**src/u8san_pkg.sv**
```systemverilog
// ----------------------------------------------------------------------------
// u8san_pkg
// Shared types, constants and byte classification for the UTF-8 byte sanitizer.
// ----------------------------------------------------------------------------
`default_nettype none

package u8san_pkg;

  localparam int unsigned DEPTH = 4;
  localparam int unsigned CNT_W = 3;
  localparam int unsigned IDX_W = 2;

  localparam logic [7:0] MARK      = 8'h3F;
  localparam logic [7:0] ASCII_LIM = 8'h80;
  localparam logic [7:0] MASK2     = 8'hE0;
  localparam logic [7:0] LEAD2     = 8'hC0;
  localparam logic [7:0] MASK3     = 8'hF0;
  localparam logic [7:0] LEAD3     = 8'hE0;
  localparam logic [7:0] MASK4     = 8'hF8;
  localparam logic [7:0] LEAD4     = 8'hF0;
  localparam logic [7:0] CONT_MASK = 8'hC0;
  localparam logic [7:0] CONT_VAL  = 8'h80;

  typedef enum logic {
    ST_IDLE,
    ST_SCAN
  } state_t;

  // 0 for an invalid lead byte, else sequence length 1..4
  function automatic logic [CNT_W-1:0] lead_len(input logic [7:0] c);
    logic [CNT_W-1:0] len;
    priority if (c < ASCII_LIM)            len = CNT_W'(1);
    else if ((c & MASK2) == LEAD2)         len = CNT_W'(2);
    else if ((c & MASK3) == LEAD3)         len = CNT_W'(3);
    else if ((c & MASK4) == LEAD4)         len = CNT_W'(4);
    else                                   len = '0;
    return len;
  endfunction

  function automatic logic is_cont(input logic [7:0] c);
    return (c & CONT_MASK) == CONT_VAL;
  endfunction

endpackage

`default_nettype wire

```
**src/utf8_byte_sanitizer.sv**
```systemverilog
// ----------------------------------------------------------------------------
// utf8_byte_sanitizer
// Streaming UTF-8 cleaner: passes well-formed sequences, replaces bad bytes.
// ----------------------------------------------------------------------------
//  channel | signals                               | direction
//  input   | in_valid, in_ready, in_byte, in_last  | into block
//  output  | out_valid, out_ready, out_byte, out_last | out of block
//
//  One byte is accepted, then a scan sequencer examines the held buffer and
//  emits at most one output byte per cycle into the output register; an input
//  byte starts the scan from idle, which releases the output bytes it completes
//  and then returns to idle; a truncated string end goes idle with its mark.
//  The output register frees the scan only when its transaction completes,
//  so a stalled consumer holds the sequencer. in_ready is high only in idle.
//  Reset (rst, synchronous) empties the buffer and the output register.
// ----------------------------------------------------------------------------
`default_nettype none

module utf8_byte_sanitizer (
  input  wire logic       clk,
  input  wire logic       rst,
  input  wire logic       in_valid,
  output logic            in_ready,
  input  wire logic [7:0] in_byte,
  input  wire logic       in_last,
  output logic            out_valid,
  input  wire logic       out_ready,
  output logic [7:0]      out_byte,
  output logic            out_last
);
  import u8san_pkg::*;

  state_t            state, state_next;
  logic [7:0]        pend_bytes [DEPTH];
  logic [7:0]        pend_bytes_next [DEPTH];
  logic [CNT_W-1:0]  pend_count, pend_count_next;
  logic [IDX_W-1:0]  pass_cnt, pass_cnt_next;
  logic              str_last, str_last_next;

  logic              can_go;
  logic              emit;
  logic [7:0]        emit_byte;
  logic              emit_last;
  logic              shift;
  logic [CNT_W-1:0]  len;
  logic              seq_ok;

  assign in_ready = (state == ST_IDLE);
  assign can_go   = !out_valid || out_ready;
  assign len      = lead_len(pend_bytes[0]);

  always_comb begin
    seq_ok = 1'b1;
    for (int j = 1; j < DEPTH; j++) begin
      if (CNT_W'(j) < len && !is_cont(pend_bytes[j])) seq_ok = 1'b0;
    end
  end

  always_comb begin
    state_next      = state;
    pend_count_next = pend_count;
    pass_cnt_next   = pass_cnt;
    str_last_next   = str_last;
    emit            = 1'b0;
    emit_byte       = MARK;
    emit_last       = 1'b0;
    shift           = 1'b0;
    for (int i = 0; i < DEPTH; i++) pend_bytes_next[i] = pend_bytes[i];

    unique case (state)
      ST_IDLE: begin
        if (in_valid) begin
          pend_bytes_next[pend_count[IDX_W-1:0]] = in_byte;
          pend_count_next = pend_count + CNT_W'(1);
          str_last_next   = in_last;
          state_next      = ST_SCAN;
        end
      end
      ST_SCAN: begin
        priority if (pass_cnt != '0) begin
          emit      = can_go;
          emit_byte = pend_bytes[0];
          shift     = can_go;
          if (can_go) pass_cnt_next = pass_cnt - IDX_W'(1);
        end else if (pend_count == '0) begin
          state_next = ST_IDLE;
        end else if (len == '0) begin
          emit  = can_go;
          shift = can_go;
        end else if (len == CNT_W'(1)) begin
          emit      = can_go;
          emit_byte = pend_bytes[0];
          shift     = can_go;
        end else if (pend_count < len) begin
          // truncated or still waiting
          if (str_last) begin
            if (can_go) begin
              emit            = 1'b1;
              emit_last       = 1'b1;
              pend_count_next = '0;
              state_next      = ST_IDLE;
            end
          end else begin
            state_next = ST_IDLE;
          end
        end else if (seq_ok) begin
          emit      = can_go;
          emit_byte = pend_bytes[0];
          shift     = can_go;
          if (can_go) pass_cnt_next = IDX_W'(len - CNT_W'(1));
        end else begin
          emit  = can_go;
          shift = can_go;
        end
      end
      default: state_next = ST_IDLE;
    endcase

    if (shift) begin
      for (int i = 0; i < DEPTH - 1; i++) pend_bytes_next[i] = pend_bytes[i+1];
      pend_count_next = pend_count - CNT_W'(1);
      emit_last       = str_last && (pend_count == CNT_W'(1));
    end
  end

  always_ff @(posedge clk) begin
    if (rst) begin
      state      <= ST_IDLE;
      pend_count <= '0;
      pass_cnt   <= '0;
      str_last   <= 1'b0;
      out_valid  <= 1'b0;
    end else begin
      state      <= state_next;
      pend_count <= pend_count_next;
      pass_cnt   <= pass_cnt_next;
      str_last   <= str_last_next;
      if (emit)           out_valid <= 1'b1;
      else if (out_ready) out_valid <= 1'b0;
    end
  end

  always_ff @(posedge clk) begin
    for (int i = 0; i < DEPTH; i++) pend_bytes[i] <= pend_bytes_next[i];
    if (emit) begin
      out_byte <= emit_byte;
      out_last <= emit_last;
    end
  end

endmodule

`default_nettype wire

```
**config.mk**
```make
export PLATFORM = sky130hd
export DESIGN_NAME = utf8_byte_sanitizer
export DESIGN_NICKNAME = d
export VERILOG_FILES = /design/src/u8san_pkg.sv /design/src/utf8_byte_sanitizer.sv
export SDC_FILE = /design/constraint.sdc
export NUM_CORES = 1
export LEC_CHECK = 0
export ABC_AREA = 1
export BUFFER_PORTS_ARGS = -buffer_cell sky130_fd_sc_hd__buf_2
export CORE_MARGIN = 8
export CORE_UTILIZATION = 50
export DETAILED_ROUTE_END_ITERATION = 6
export PLACE_DENSITY = 0.73
export SLEW_MARGIN = 20
export SYNTH_ARGS = -nofsm -noshare
export SYNTH_HDL_FRONTEND = slang
export SYNTH_SLANG_ARGS = --single-unit
```
**constraint.sdc**
```tcl
create_clock -name clk -period 5.5 [get_ports clk]
set_input_delay 1.1 -clock clk [delete_from_list [all_inputs] [get_ports clk]]
set_output_delay 1.1 -clock clk [all_outputs]
set_load 0.1 [all_outputs]
```
==> flow_metrics.env, run 1 <==
export IMPL_run_status="finished, final reports clean"
export IMPL_drtIter0Drc=89
export IMPL_vias=1625
export IMPL_placedCellCount=309
export IMPL_hpwlAfterDp_um=3120
export IMPL_layout_commonest_cell="nand2_1"
export IMPL_area_growth_syn_to_layout_pct=10.5
export IMPL_rsz0062_at_grt="no"
export IMPL_min_period_ns=2.39
export IMPL_fmax_mhz=418
export IMPL_insertion_delay_ns=0.30
export IMPL_fp_dieArea_um2=7250
export IMPL_seq_area_frac_synth_pct=58.2
export IMPL_min_to="pend_count[0]$_SDFFE_PP0P_"
export IMPL_tritoncts="built"
export IMPL_clock_sinks=49
export IMPL_cp_arrival_ns=1.29
export IMPL_ys_ff_latch=49
export IMPL_critPathLaunch="state$_SDFF_PP0_"
export IMPL_via_per_inst=5.13
export IMPL_worst_r2r_cell_count=9
export IMPL_crit_type="reg -> out"
export IMPL_timing_rr_start="pend_bytes[0][4]$_DFFE_PP_"
export IMPL_cts_path_max_buffers=2
export IMPL_synth_compound_gate_area_share_pct=10.4
export IMPL_p_int_w=0.000664
export IMPL_regToRegSetupSlack_ns=3.15
export IMPL_gp_congestion=0.837
export IMPL_ios=24
export IMPL_min_path_cells=1
export IMPL_min_period_over_period_pct=43.5
export IMPL_synth_warnings=0
export IMPL_ir_drop_uv=211
export IMPL_relSlewSlack_pct=34.2
export IMPL_ys_types=33
export IMPL_diodes=0
export IMPL_grt_pass1_vias=1572
export IMPL_fin_nets=282
export IMPL_syn_inst=236
export IMPL_design_core_area_um2=4660
export IMPL_start_util_pct=51.3
export IMPL_hold_violations=0
export IMPL_n_fill_cell=403
export IMPL_hold_buffers=0
export IMPL_synthAdderAreaFrac_pct=3.66
export IMPL_syn_area_per_cell_um2=10.1
export IMPL_mostFrequentLayoutCells="nand2_1, edfxtp_1, inv_1"
export IMPL_holdCritPathClass="reg -> reg"
export IMPL_synth_top_family_by_area="simple AND/OR/NAND/NOR gates"
export IMPL_numPortBuffers=23
export IMPL_drtAntennaViolNets=0
export IMPL_grt_overflow=0
export IMPL_grt_max_degree=22
export IMPL_drive_gt1_share_pct=18.6
export IMPL_synth_nets=256
export IMPL_pwr_share_seq_pct=48.7
export IMPL_path_max_fanout=7
export IMPL_htreeDepth=2
export IMPL_postCtsSetupBuffers=0
export IMPL_die_height_um=85.1
export IMPL_grt_use_total_pct=12.1
export IMPL_setup_tns_ns=0
export IMPL_required_ns=4.40
export IMPL_grt_pass1_wl_um=7050
export IMPL_power_density_nw_per_um2=375
export IMPL_timing_rr_end="pend_bytes[0][5]$_DFFE_PP_"
export IMPL_finalWirelength_um=4070
export IMPL_netlist_area_um2=2390
export IMPL_cts_resized=0
export IMPL_seq_area_um2=1390
export IMPL_synth_xor_area_share_pct=0.733
export IMPL_drv_slew=0
export IMPL_routedWlPerCell_um=12.8
export IMPL_cts_root_buf="clkbuf_8"
export IMPL_clkTransAtPathRegs_ns=0.09
export IMPL_switchingPower_w=0.000327
export IMPL_grt_antenna_before_repair=0
export IMPL_drc_errors=0
export IMPL_die_w_um=85.1
export IMPL_fin_util_pct=56.7
export IMPL_stdcell_count=317
export IMPL_fin_worst_skew_ns=0.0111
export IMPL_synth_simple_gate_area_share_pct=20.5
export IMPL_dr_pass1_iters=4
export IMPL_maxCapViolations=0
export IMPL_startpoint_type="register"
export IMPL_row_count=25
export IMPL_setup_worst_path_end_class="output pin"
export IMPL_cts_buffers=5
export IMPL_comb_power_share_pct=24.9
export IMPL_min_delay_start="pend_count[0]$_SDFFE_PP0P_"
export IMPL_setup_viol_count_final=0
export IMPL_p_sw_share_pct=33.0
export IMPL_tightest_slew_ns=0.977
export IMPL_leakagePower_nw=1.05
export IMPL_synth_mux_area_share_pct=0
export IMPL_power_share_clock_pct=26.4
export IMPL_multi_input_area_um2=842
==> final cells by class <==
class	count	area share, %
clock buffers	5	2.61
clock inverters	3	1.80
inverters	29	4.12
multi-input cells	154	31.9
flip-flops and latches	49	52.7
well taps	54	2.56
repair buffers	23	4.36
==> Yosys cell counts, drive strengths merged <==
master / instances / area (um2)
a21o: 1 / 7.51
a21oi: 7 / 42.5
a31oi: 1 / 6.26
buf: 4 / 47.5
dfxtp: 8 / 160
edfxtp: 41 / 1230
ha: 7 / 87.6
inv: 29 / 109
nand2: 56 / 236
nand3: 20 / 110
nand3b: 1 / 7.51
nand4: 3 / 25.0
nor2: 17 / 78.8
nor4: 1 / 6.26
o21ai: 29 / 149
o21bai: 1 / 11.3
o22ai: 3 / 18.8
o31ai: 1 / 12.5
or2: 4 / 25.0
xnor2: 1 / 8.76
xor2: 1 / 8.76
==> flip-flops by register name (all words and copies together), names as in the netlist <==
name and count:
out_valid 1, pend_bytes 32, state 1, pass_cnt 2, out_byte 8, out_last 1
str_last 1, pend_count 3
==> worst max-delay path by stage <==
stage,end,slack (ns),cells past startpoint
after floorplan,out_byte[0]$_SDFFCE_PN1P_,3.09,4
after global placement,pend_bytes[2][1]$_DFFE_PP_,2.86,3
after detailed placement,pend_bytes[2][2]$_DFFE_PP_,2.83,3
after CTS,in_ready,3.10,2
after global routing,pend_bytes[2][6]$_DFFE_PP_,2.95,9
final,in_ready,3.11,2
==> cells by family after synthesis <==
group | Yosys count
compound gates | 43
xor+xnor | 2
fa+ha+maj | 7
buf+inv | 33
flops | 49
simple gates | 102
==> critical path, stage by stage (launching register included) <==
cell and delay (ns):
dfxtp_1 0.40, inv_2 0.15, buf_2 0.44
==> power groups by stage <==
stage / combinational (W) / sequential, W / clock [W]
detailed placement: 0.000248 / 0.000492 / 0
global route: 0.000275 / 0.000488 / 0.000286
floorplan: 0.000171 / 0.000527 / 0
finish: 0.000247 / 0.000483 / 0.000262
global placement: 0.000242 / 0.000490 / 0
CTS: 0.000248 / 0.000483 / 0.000266
==> metrics by stage <==
stage	hold slack [ns]	cell area [um2]	power (W)	worst slack (ns)
after detailed placement	0.473	2520	0.000740	2.83
after global placement	0.477	2520	0.000733	2.86
after CTS	0.497	2640	0.000997	3.10
final	0.495	2640	0.000992	3.11
after global routing	0.516	2640	0.00105	2.95
after floorplan	0.456	2390	0.000698	3.09
==> metal layers <==
| metal | up-vias | wire [um] | GRT usage [%] | share of wire (%) |
|---|---|---|---|---|
| li1 | 853 | - | - | - |
| met1 | 720 | 2010 | 15.5 | 49 |
| met2 | 48 | 1750 | 19.0 | 43 |
| met3 | 4 | 250 | 3.19 | 6.1 |
| met4 | 0 | 62 | 4.85 | 1.5 |
| met5 | - | 0 | 0 | 0 |
(Power assumes the default switching activity.)
==> run 2: changes to the inputs <==
Settings changed: PLACE_DENSITY 0.73 to 0.76.
Clock period 5.5 ns to 2.1 ns, I/O delays scaled along.
==> run 2 against run 1 <==
Compared with the run above:
- wire length rose by 15%
- utilization rose by 4.1 points
- first-iteration DRC count increased by 18%
- critical path depth rose by 9
- non-clock buffer count increased by 18
- cell count up 6.0%
- sequential power grew to 2.6 times the previous value
- highest routed layer unchanged
- power rose to 2.7 times the previous value
- cell area increased by 7.2%
- sequential share of layout area fell by 3.5 points
==> flow_metrics.env, run 2 (synthesized netlist as in run 1, its figures left out) <==
export IMPL_leakagePower_nw=1.15
export IMPL_drtAntennaViolNets=0
export IMPL_grt_pass1_vias=1642
export IMPL_ios=24
export IMPL_placed_area_um2=2640
export IMPL_relSlewSlack_pct=64.7
export IMPL_cts_root_buf="clkbuf_8"
export IMPL_seq_area_um2=1390
export IMPL_dr_wl_met3_um=264
export IMPL_row_count=25
export IMPL_clkTransAtPathRegs_ns=0.09
export IMPL_die_height_um=85.1
export IMPL_cp_arrival_ns=2.15
export IMPL_htreeDepth=2
export IMPL_area_growth_syn_to_layout_pct=18.5
export IMPL_setup_viol_count_final=0
export IMPL_layout_commonest_cell="nand2_1"
export IMPL_dr_pass1_iters=4
export IMPL_fp_dieArea_um2=7250
export IMPL_run_status="finished, final reports clean"
export IMPL_min_period_ns=2.09
export IMPL_n_fill_cell=395
export IMPL_switchingPower_w=0.000935
export IMPL_topRoutingLayerUsed="met4"
export IMPL_top_register="pend_bytes"
export IMPL_top_regs="pend_bytes: 32 flops, out_byte: 8 flops, pend_count: 3 flops"
export IMPL_die_w_um=85.1
export IMPL_fin_worst_skew_ns=0.00597
export IMPL_rsz0062_at_grt="yes"
export IMPL_grt_use_total_pct=12.9
export IMPL_slowest_delay_ns=0.39
export IMPL_finalWirelength_um=4700
export IMPL_insertion_delay_ns=0.30
export IMPL_stdcell_count=336
export IMPL_clock_sinks=49
export IMPL_postLayoutCellArea_um2=2830
export IMPL_vias=1776
export IMPL_startpoint_type="register"
export IMPL_tightest_slew_ns=0.529
export IMPL_ir_drop_uv=423
export IMPL_required_ns=2.16
export IMPL_p_sw_share_pct=35.4
export IMPL_pwr_share_seq_pct=47.7
export IMPL_grt_antenna_before_repair=0
export IMPL_cts_path_max_buffers=2
export IMPL_hpwlAfterDp_um=3350
export IMPL_grt_overflow=0
export IMPL_multi_input_area_um2=915
export IMPL_power_density_nw_per_um2=931
export IMPL_drive_gt1_share_pct=27.7
export IMPL_setup_worst_path_end_class="register"
export IMPL_mostFrequentLayoutCells="nand2_1, edfxtp_1, inv_1"
export IMPL_cp_slowest_cell="edfxtp_1"
export IMPL_grt_max_degree=22
export IMPL_cts_buffers=5
export IMPL_fmax_mhz=479
export IMPL_placedCellCount=324
export IMPL_comb_power_share_pct=31.1
export IMPL_total_power_w=0.00264
export IMPL_diodes=0
export IMPL_dp_slack_ns=-0.0825
export IMPL_min_period_over_period_pct=99.4
export IMPL_critPathMostFrequentCell="nand2_2"
export IMPL_path_max_fanout=6
export IMPL_tritoncts="built"
export IMPL_drtIter0Drc=105
export IMPL_maxCapViolations=0
export IMPL_largest_register_ff_count=32
export IMPL_power_share_clock_pct=21.2
export IMPL_crit_chain="nand2_2 -> nand3b_1 -> ha_4 -> nand2_1 -> inv_1 -> nand2_2 -> nand2_1 -> nand3_2 -> nand3_2 -> nand2_2 -> or2_1"
export IMPL_wl_met2_um=2310
export IMPL_worst_slack_ns=0.0123
export IMPL_drc_errors=0
export IMPL_drt_met1_wl_um=2040
export IMPL_numPortBuffers=23
export IMPL_fin_nets=301
export IMPL_via_per_inst=5.29
export IMPL_holdCritPathClass="in -> reg"
export IMPL_routedWlPerCell_um=14.0
export IMPL_start_util_pct=51.3
export IMPL_crit_type="reg -> reg"
export IMPL_gp_congestion=0.884
export IMPL_drv_slew=0
export IMPL_p_int_w=0.00170
export IMPL_grt_pass1_wl_um=7410
export IMPL_hold_violations=0
export IMPL_design_core_area_um2=4660
-- run 2: changes by cell type in the layout (fill, tap and decap cells not counted), moves of 2 or more --
cell,delta
nand3_1,-2
o21ai_0,-4
o21ai_2,+3
nand2_1,-3
nand2_2,+3
buf_4,+17
-- run 2: per-stage QoR --
stage | hold WS, ns | setup TNS (ns) | utilization, %
after floorplan | 0.456 | -0.443 | -
after global placement | 0.487 | 0 | 56.6
after detailed placement | 0.489 | -2.18 | 56.6
after CTS | 0.268 | -2.59 | 58.6
after global routing | 0.280 | -1.38 | 60.8
final | 0.272 | 0 | 60.8
-- run 2: timing repair --
item	in CTS	in global routing
pin swaps	0	5
gates cloned	0	1
endpoints found under the hold margin	0	0
setup endpoints to repair	47	65
hold buffers	0	0
gates resized for setup	1	16
buffers inserted	0	3
-- run 2: layout make-up --
class	count	area share, %
flip-flops and latches	49	49.2
clock buffers	5	2.43
multi-input cells	155	32.3
clock inverters	3	0.751
well taps	54	2.39
repair buffers	41	8.97
inverters	29	4.02
-- run 2: routing by layer --
layer  vias to the layer above  GRT usage (%)
met4                         0           7.28
li1                        896              -
met5                         -              0
met3                         9           3.09
met1                       814           15.2
met2                        57           21.0
-- run 2: power groups by stage --
stage / registers, W / clock network [W] / logic, W
6_report: 0.00126 / 0.000558 / 0.000820
5_1_grt: 0.00127 / 0.000608 / 0.000899
4_1_cts: 0.00125 / 0.000570 / 0.000748
3_5_place_dp: 0.00128 / 0 / 0.000744
3_3_place_gp: 0.00127 / 0 / 0.000725
2_1_floorplan: 0.00138 / 0 / 0.000450
-- run 2: critical path, delay by kind of cell (launching register included) --
| family | cells | cell delay (ns) |
|---|---|---|
| adder cells (fa/ha/maj) | 1 | 0.31 |
| buffers and inverters | 1 | 0.07 |
| flip-flops | 1 | 0.39 |
| AND/OR/NAND/NOR | 9 | 1.09 |
-- run 2: final timing paths --
kind,startpoint,endpoint,slack (ns),cells after the start
worst max-delay path,pend_bytes[0][5]$_DFFE_PP_,out_byte[1]$_SDFFCE_PN1P_,0.01,11
worst min-delay path,rst,pend_count[1]$_SDFFE_PP0P_,0.27,2
worst max register to register,pend_bytes[0][5]$_DFFE_PP_,out_byte[1]$_SDFFCE_PN1P_,0.01,11
worst min register to register,pend_bytes[0][2]$_DFFE_PP_,out_byte[2]$_SDFFCE_PN1P_,0.51,1
==> run 3: changes to the inputs <==
Settings changed: CORE_UTILIZATION 50 to 25, PLACE_DENSITY 0.76 to 0.46, REMOVE_ABC_BUFFERS set to 1.
==> run 3 against run 2 <==
Compared with the run above:
- worst setup slack improved by 0.083 ns
- power up 1.8%
- maximum frequency rose by 4.1%
- clock power is 7.5% higher
- sequential power about the same
- utilization shrank 29 points
- critical path depth rose by 1
- global-route usage down 4.6 points
- critical endpoint is now pend_bytes[0][0]$_DFFE_PP_
- highest routed layer unchanged
==> flow_metrics.env, run 3 (synthesized netlist as in run 1, its figures left out) <==
export IMPL_numPortBuffers=23
export IMPL_grt_antenna_before_repair=0
export IMPL_fp_dieArea_um2=12900
export IMPL_multi_input_area_um2=915
export IMPL_maxCapViolations=0
export IMPL_cts_root_buf="clkbuf_8"
export IMPL_relSlewSlack_pct=63.7
export IMPL_drtIter0Drc=140
export IMPL_required_ns=2.12
export IMPL_grt_overflow=0
export IMPL_clkTransAtPathRegs_ns=0.10
export IMPL_hpwlAfterDp_um=3910
export IMPL_postLayoutCellArea_um2=2950
export IMPL_critPathMostFrequentCell="nand2_2"
export IMPL_vias=1700
export IMPL_diodes=0
export IMPL_hold_violations=0
export IMPL_clock_sinks=49
export IMPL_setup_worst_path_end_class="register"
export IMPL_start_util_pct=25.9
export IMPL_drtAntennaViolNets=0
export IMPL_insertion_delay_ns=0.31
export IMPL_drive_gt1_share_pct=27.8
export IMPL_cts_buffers=5
export IMPL_row_count=35
export IMPL_routedWlPerCell_um=12.3
export IMPL_total_power_w=0.00268
export IMPL_crit_buf_inv=2
export IMPL_leakagePower_nw=1.17
export IMPL_min_period_ns=2.00
export IMPL_fin_nets=303
export IMPL_setup_viol_count_final=0
export IMPL_path_max_fanout=8
export IMPL_ir_drop_uv=324
export IMPL_largest_register_ff_count=32
export IMPL_grt_pass1_vias=1744
export IMPL_hold_buffers=0
export IMPL_tritoncts="built"
export IMPL_crit_family="simple AND/OR/NAND/NOR gates"
export IMPL_htreeDepth=2
export IMPL_tightest_slew_ns=0.544
export IMPL_crit_chain="nand2_2 -> nand3b_1 -> ha_4 -> nand2_1 -> inv_1 -> nand2_2 -> nand3_2 -> nand2_2 -> nand2_4 -> nand2_8 -> o21ai_1 -> buf_4"
export IMPL_mostFrequentLayoutCells="nand2_1, edfxtp_1, inv_1"
export IMPL_design_core_area_um2=9240
export IMPL_min_period_over_period_pct=95.5
export IMPL_fin_worst_skew_ns=0.00810
export IMPL_crit_type="reg -> reg"
export IMPL_grt_pass1_wl_um=8600
export IMPL_placedCellCount=401
export IMPL_layout_commonest_cell="nand2_1"
export IMPL_finalWirelength_um=5100
export IMPL_cts_path_max_buffers=2
export IMPL_drc_errors=0
export IMPL_power_density_nw_per_um2=911
export IMPL_run_status="finished, final reports clean"
export IMPL_ios=24
export IMPL_drv_slew=0
export IMPL_cp_arrival_ns=2.03
export IMPL_top_regs="pend_bytes: 32 flops, out_byte: 8 flops, pend_count: 3 flops"
export IMPL_fmax_mhz=499
export IMPL_gp_congestion=0.756
export IMPL_startpoint_type="register"
export IMPL_stdcell_count=413
export IMPL_via_per_inst=4.12
export IMPL_cp_slowest_cell="edfxtp_1"
export IMPL_grt_max_degree=22
export IMPL_seq_area_um2=1390
export IMPL_whs_ns=0.274
export IMPL_holdCritPathClass="in -> reg"
export IMPL_top_register="pend_bytes"
export IMPL_grt_use_total_pct=8.29
export IMPL_area_growth_syn_to_layout_pct=23.4
export IMPL_placed_area_um2=2750
export IMPL_slowest_delay_ns=0.37
export IMPL_dr_pass1_iters=4
export IMPL_rsz0062_at_grt="yes"
export IMPL_die_height_um=114
export IMPL_die_w_um=114
export IMPL_n_fill_cell=981
==> run 3: final cells by class <==
type	count	area share (%)
Clock inverter	3	0.976
Tap cell	129	5.48
Inverter	29	3.86
Sequential cell	49	47.2
Clock buffer	5	2.33
Multi-Input combinational cell	155	31.0
Timing Repair Buffer	43	9.13
==> run 3: power breakdown <==
| group | internal, W | leakage, nW | switching (W) |
|---|---|---|---|
| sequential | 0.00121 | 0.441 | 0.0000438 |
| combinational | 0.000268 | 0.677 | 0.000567 |
| clock | 0.000250 | 0.0506 | 0.000350 |
==> run 3: worst paths after layout <==
kind,start,to,slack [ns],cells after the start
hold / removal,rst,pend_count[1]$_SDFFE_PP0P_,0.27,2
hold reg to reg,pend_bytes[0][2]$_DFFE_PP_,out_byte[2]$_SDFFCE_PN1P_,0.52,1
setup reg to reg,pend_bytes[0][4]$_DFFE_PP_,pend_bytes[0][0]$_DFFE_PP_,0.1,12
setup / recovery,pend_bytes[0][4]$_DFFE_PP_,pend_bytes[0][0]$_DFFE_PP_,0.1,12
==> run 3: per-layer routing <==
metal  up-vias  wire (um)  global-route usage (%)
met1       767       2650                    10.9
met4         0         48                    2.93
li1        899          -                       -
met3         2        249                    2.27
met2        32       2150                    12.7
met5         -          0                       0
==> run 3: timing repair <==
action                     in CTS  in global routing
buffers inserted                0                  3
setup endpoints to repair       8                 65
pin swaps                       0                  3
gates cloned                    0                  1
gates resized for setup         1                 17
==> run 3: stage by stage <==
stage	util (%)	TNS, ns	worst slack [ns]
finish	31.9	0	0.0951
CTS	30.8	0	0.0111
global route	31.9	-1.02	-0.0476
floorplan	-	-2.53	-0.0929
detailed placement	29.7	-0.0382	-0.0260
global placement	29.7	0	0.0255
